### config.mk
export PLATFORM = sky130hd
export DESIGN_NAME = spg_isqrt
export DESIGN_NICKNAME = d
export VERILOG_FILES = /design/src/design/spg_pkg.sv /design/src/design/spg_isqrt.sv
export SDC_FILE = /design/constraint.sdc
export NUM_CORES = 2
export LEC_CHECK = 0
export BUFFER_PORTS_ARGS = -buffer_cell sky130_fd_sc_hd__buf_2
export CORE_UTILIZATION = 35
export DETAILED_ROUTE_END_ITERATION = 12
export PLACE_DENSITY_LB_ADDON = 0.3
export SYNTH_ARGS = -nofsm -noshare
export SYNTH_HDL_FRONTEND = slang
export SYNTH_SLANG_ARGS = --single-unit
### constraint.sdc
create_clock -name i_clk -period 3.6 [get_ports i_clk]
set_input_delay 0.9 -clock i_clk [delete_from_list [all_inputs] [get_ports i_clk]]
set_output_delay 0.9 -clock i_clk [all_outputs]
set_load 0.05 [all_outputs]
### src/design/spg_pkg.sv
// ============================================================================
// spg_pkg - shared widths, codes and types for the segment/point geometry unit
// Coordinate and fraction widths, the widths that follow from them, the mode
// codes and the structs passed between the pipeline sections.
// ============================================================================
package spg_pkg;

    localparam int COORD_BITS = 16;
    localparam int FRAC_BITS  = 8;

    // Derived widths
    localparam int CW   = COORD_BITS;              // coordinate
    localparam int DW   = CW + 1;                  // coordinate difference
    localparam int PW   = 2 * DW;                  // product of two differences
    localparam int XW   = PW + 1;                  // cross product, signed
    localparam int MW   = 2 * CW + 1;              // cross magnitude, |AB|^2, divisor
    localparam int QB   = 2 * (CW + FRAC_BITS + 1); // divider quotient bits
    localparam int RB   = CW + FRAC_BITS + 1;      // root bits, distance width
    localparam int NW   = QB + MW;                 // divider dividend width
    localparam int XB   = CW + FRAC_BITS;          // crossing coordinate width
    localparam int MX0W = CW + MW + 1;             // P0 * den
    localparam int MX1W = DW + MW + 1;             // (P1 - P0) * tn
    localparam int SW   = DW + MW + 2;             // crossing numerator
    localparam int SBD  = QB + RB;                 // sideband delay to the output

    typedef enum logic [1:0] {
        MODE_SIDE  = 2'd0,
        MODE_DIST  = 2'd1,
        MODE_CROSS = 2'd2,
        MODE_NONE  = 2'd3
    } t_mode;

    localparam logic [1:0] SIDE_LEFT  = 2'b01;
    localparam logic [1:0] SIDE_ON    = 2'b00;
    localparam logic [1:0] SIDE_RIGHT = 2'b11;

    // Per-item control that runs alongside the dividers
    typedef struct packed {
        t_mode      mode;
        logic [1:0] side;
        logic       hit;
        logic       neg_x;
        logic       neg_y;
    } t_side;

    // Front-end result: control plus the operands of both divider lanes
    typedef struct packed {
        t_side          ctl;
        logic [NW-1:0]  dvd0;
        logic [MW-1:0]  dvs0;
        logic [NW-1:0]  dvd1;
        logic [MW-1:0]  dvs1;
    } t_front;

    // One finished result item
    typedef struct packed {
        logic [1:0]    side;
        logic [RB-1:0] dist_q8;
        logic          hit;
        logic [XB-1:0] cx;
        logic [XB-1:0] cy;
    } t_res;

endpackage

### src/design/spg_isqrt.sv
// ============================================================================
// spg_isqrt - pipelined integer square root
// Digit-by-digit method, two radicand bits and one root bit per stage;
// gives the floor of the square root.
// ============================================================================
module spg_isqrt import spg_pkg::*; (
    input  logic          i_clk,
    input  logic          i_en,
    input  logic [QB-1:0] i_radicand,
    output logic [RB-1:0] o_root
);

    logic [QB-1:0] r_rad  [RB];
    logic [RB:0]   r_rem  [RB];
    logic [RB-1:0] r_root [RB];

    logic [QB-1:0] n_rad  [RB];
    logic [RB:0]   n_rem  [RB];
    logic [RB-1:0] n_root [RB];

    // remainder stays at most twice the partial root
    always_comb begin
        logic [QB-1:0] rad_in;
        logic [RB:0]   rem_in;
        logic [RB-1:0] root_in;
        logic [RB+2:0] cur;
        logic [RB+2:0] trial;
        logic          take;
        for (int k = 0; k < RB; k++) begin
            if (k == 0) begin
                rad_in  = i_radicand;
                rem_in  = '0;
                root_in = '0;
            end else begin
                rad_in  = r_rad[k-1];
                rem_in  = r_rem[k-1];
                root_in = r_root[k-1];
            end
            cur       = {rem_in, rad_in[QB-1:QB-2]};
            trial     = {1'b0, root_in, 2'b01};
            take      = (cur >= trial);
            n_rem[k]  = take ? (RB+1)'(cur - trial) : cur[RB:0];
            n_root[k] = {root_in[RB-2:0], take};
            n_rad[k]  = {rad_in[QB-3:0], 2'b00};
        end
    end

    always_ff @(posedge i_clk) begin
        if (i_en) begin
            for (int k = 0; k < RB; k++) begin
                r_rad[k]  <= n_rad[k];
                r_rem[k]  <= n_rem[k];
                r_root[k] <= n_root[k];
            end
        end
    end

    assign o_root = r_root[RB-1];

endmodule

== Word level (Yosys, flattened, before mapping) ==
Memory sizes are Yosys's and may differ from the RTL's.
Cells that the tools add are included.
Storage, ports and cells
  memories kept: 3
  input bits: 52
  output and inout bits: 25
  word-level logic and storage cells: 80
  register bits after elaboration: 0
  memory bits (writable): 2475
Cells by class
  add/subtract/negate cells: 25
  $lt $le $gt $ge: 25
  muxes and demuxes: 27
Memories
  r_rad: words 25, width 48, rd ports 24, clocked after Yosys merged registers in 0, wr ports 25, line spg_isqrt.sv:13  | logic [QB-1:0] r_rad [RB];
  r_rem: words 25, width 26, rd ports 24, clocked after Yosys merged registers in 0, wr ports 25, line spg_isqrt.sv:14  | logic [RB:0] r_rem [RB];
  r_root: words 25, width 25, rd ports 25, clocked after Yosys merged registers in 0, wr ports 25, line spg_isqrt.sv:15  | logic [RB-1:0] r_root [RB];
Operators with widths (number)
  >= comparator 28 x 27 -> 1 bit: 24
  two-way mux 26 bit: 25
  subtractor 26 bit: 24
  subtractor 2 x 1 -> 3 bit (second input constant): 1
  >= comparator 2 x 1 -> 1 bit (second input constant): 1
  two-way mux 1 bit: 2

== Longest topological paths before layout ==
An unclocked memory read counts as a cell.
  depth in word-level cells: 3
  depth in mapped cells: 14
  mapped depth without buffers: 11

== Worst setup path before layout ==
Ideal clock, no wire load.
  kind: register to register
  start point: memory r_rem[0][112] (netlist name)
  end point: memory r_rem[0][141] (netlist name) (data pin)
  buffers on the path: 1
  stages on the path, launching flop included: 10
  slack: 0.490 ns
  library setup time: 0.271 ns
  arrival: 2.838 ns
  clock period less this slack: 3.110 ns
  data required time: 3.329 ns
  cells stage by stage: edfxtp_1 -> or4_4 -> nor4_2 -> or4b_1 -> or3_1 -> or3b_1 -> buf_2 -> nand3_2 -> nor4_1 -> xor2_1
RTL lines (line)
  from (decl): spg_isqrt.sv:14

==> run_results.csv <==
group,metric,value,unit
cts,clk_pin_slew_worst_paths,0.06,ns
worst_setup_path,crit_required,4.15,ns
timing,skew,0.0546,ns
detailed_routing,vias_per_cell,4.94,
detailed_routing,drt-total-wl,134000,um
yosys,postSynthAreaPerCell,13.1,um2
die,dieArea,203000,um2
finish,utilization,0.402,
yosys,yosysSeqAreaShare,0.647,
cts,cts_buffer_depth,3,
yosys,synth_top_cell_by_area,"edfxtp_1",
status,violations,"DRC",
cts,insertion_delay,0.79,ns
yosys,syn-num-nets,5756,
finish,finalNetCount,6027,
detailed_routing,drt_iter0_drc,2885,
power,pwr-share-seq,0.480,
detailed_routing,drc,1,
worst_setup_path,cp_slowest_cell,"or4_4",
worst_setup_path,endpoint_kind,"flip-flop",
timing,finalSetupViolCount,0,
detailed_routing,post_drt_wl_per_cell,15.9,um
yosys,synth_edf_count,1514,
global_route,antenna_found_initial,0,
timing,layout_setup_ws,0.178,ns
power,peakVddDrop,0.379,mV
timing,final.period_utilization,0.951,
power,p_sw_frac,0.269,
yosys,synth-main-ff-cell,"edfxtp_1",
power,leakage,30.4,nW
power,clkPwrFrac,0.340,
yosys,netlist_top_cells_area,"edfxtp_1 65%, ha_1 6.3%, xnor2_1 3.5%",
yosys,netlist_area,70300,um2
power,p_per_area,606,nW/um2
worst_setup_path,cp_top_family,"simple AND/OR/NAND/NOR gates",
power,power,48.6,mW
detailed_routing,ant_nets,0,
worst_setup_path,start_kind,"flip-flop",
global_route,grt_overflow,0,
cts,cts_root_buffer,"clkbuf_16",
die,die_w,450,um
cts,holdBufCountCts,0,
cts,cts.sinks,1514,
die,core-area,200000,um2
worst_setup_path,rrSetupSlack,0.18,ns
yosys,synth_top_area_frac,0.647,
timing,tns,0,ns
global_route,grt_pass1_wl,216000,um
cts,cts_tree,"yes",
run,cap_violations,0,
worst_setup_path,cpPeakStageDelay,0.60,ns
global_route,track_usage,0.131,
cts,htree_levels,4,
yosys,yosysMostFrequentCell,"edfxtp_1",
hold_path,whs_path_depth,1,
worst_setup_path,crit_buf_inv,1,
yosys,synthCells,5352,
yosys,yosysWarnings,0,
finish,postLayoutCellArea,80200,um2
status,status,"finished, violations left",
power,switchingPower,13.1,mW
timing,maxSlewHeadroom,0.287,
global_route,grt_pass1_vias,41400,
die,fp.dieH,450,um
yosys,synth_cell_types,89,
placed_design,portBuffers,76,
timing,drv_slew,0,
worst_setup_path,cp_max_fo,14,
worst_setup_path,reg2reg_depth,7,
placed_design,post_dp_cell_area,74800,um2
power,pwr-share-comb,0.180,
worst_setup_path,path_cells,"or4_4, nor4_2, or4b_1, or3_1, or3b_1, buf_12, mux2_1",
die,ios,77,
yosys,synth_seq_cells,1514,
yosys,netlist_top_cells_count,"1514 x edfxtp_1, 446 x inv_1, 352 x ha_1",
detailed_routing,dr.pass1.iters,9,
die,initial_core_util,0.352,
hold_path,hp-class,"in -> reg",
worst_setup_path,worstSetupPathType,"reg -> reg",
yosys,ys_async_sr_fraction,0,
detailed_routing,vias,41500,
global_route,grt_max_degree,124,
timing,finalHoldViolations,0,
finish,diodes,0,
timing,tightestPinTransition,1.06,ns
die,rows,164,
worst_setup_path,cp_num_cells,7,
timing,min_period,3.42,ns
power,internal_power,35.5,mW
timing,rsz0062_at_grt,"true",
worst_setup_path,arrival,3.97,ns
cts,numCtsBuffers,168,
placed_design,dp_worst_setup_slack,-0.0364,ns
finish,area_growth,14.1,%
placed_design,dpl.hpwl,95800,um
finish,drive_gt1_frac,0.0959,
finish,fillers,18400,
placed_design,gp_congestion,0.891,
timing,max_freq,292,MHz
timing repair:
action                                  CTS  global route
gates cloned                              1             1
endpoints found under the setup margin   12            13
pin swaps                                 1             1
endpoints found under the hold margin     0             0
resized for setup                         0             3
buffers inserted                          0             0
metal layers:
metal,vias up,share of wire,global-route usage
met4,0,0.030,0.0466
li1,20500,-,-
met1,19900,0.44,0.164
met2,805,0.49,0.226
met3,271,0.039,0.0232
met5,-,0,0
stage by stage:
stage | hold slack [ns] | cells
after floorplan | 0.400 | 5352
after global placement | 0.400 | 8107
after detailed placement | 0.405 | 8107
after CTS | 0.176 | 8410
after global routing | 0.199 | 8411
final | 0.277 | 8411
cell families (layout without fill, tap and decap cells):
group,Yosys count,in the layout,share of synthesized area
other,1,1,0.0000534
multiplexers,73,73,0.0115
XOR/XNOR,457,457,0.0570
AO/OA/AOI/OAI,1073,1075,0.0968
buffers and inverters,533,934,0.0286
AND/OR/NAND/NOR,1349,1349,0.0964
flip-flops,1514,1514,0.647
adder cells (fa/ha/maj),352,352,0.0627
power by group through the flow:
stage	Clock, mW	Combinational (mW)	Sequential (mW)
after detailed placement	0	8.64	23.7
after global placement	0	8.51	23.7
after CTS	17.2	8.73	23.4
after floorplan	0	6.40	23.2
final	16.5	8.74	23.4
after global routing	17.8	9.79	23.6
final timing paths:
check | from | endpoint
setup / recovery | r_rem[0][112]$_DFFE_PP_ | r_rem[0][136]$_DFFE_PP_
hold / removal | i_radicand[10] | r_rad[0][10]$_DFFE_PP_
setup reg to reg | r_rem[0][112]$_DFFE_PP_ | r_rem[0][136]$_DFFE_PP_
hold reg to reg | r_rad[1][276]$_DFFE_PP_ | r_rad[1][326]$_DFFE_PP_
registers in the layout (all words and copies together), names as in the netlist:
| name | count |
|---|---|
| r_rad | 600 |
| r_rem | 589 |
| r_root | 325 |
worst reg2reg max path: stages (launching register included):
cell and delay, ns:
edfxtp_1 0.42, or4_4 0.60, nor4_2 0.29, or4b_1 0.52, or3_1 0.36, or3b_1 0.49
buf_12 0.20, mux2_1 0.31
final cells by class:
cell class                 instances  area, um2  share of cell area
inverter                         449       1690              0.0210
clock buffer                     196       4370              0.0545
sequential                      1514      45500               0.567
clock inverter                   106        977              0.0122
timing repair buffer             183       1490              0.0185
multi-input combinational       3307      22900               0.285
tap                             2656       3320              0.0414
placed cells by master (no fill, tap or decap), types with 49 or more instances in the layout:
cell and instances:
o21ai_0 236, nand4_1 61, a21oi_1 329, inv_1 446
mux2_2 63, o21a_1 76, xnor2_1 283, clkbuf_16 171
nor3_1 147, buf_4 84, a21o_1 138, nor4_1 57
nor2_1 321, xor2_1 174, edfxtp_1 1514, ha_1 352
nand2b_1 51, nand3_1 93, buf_2 75, or3_1 49
nand2_1 323
(Power assumes the default switching activity.)
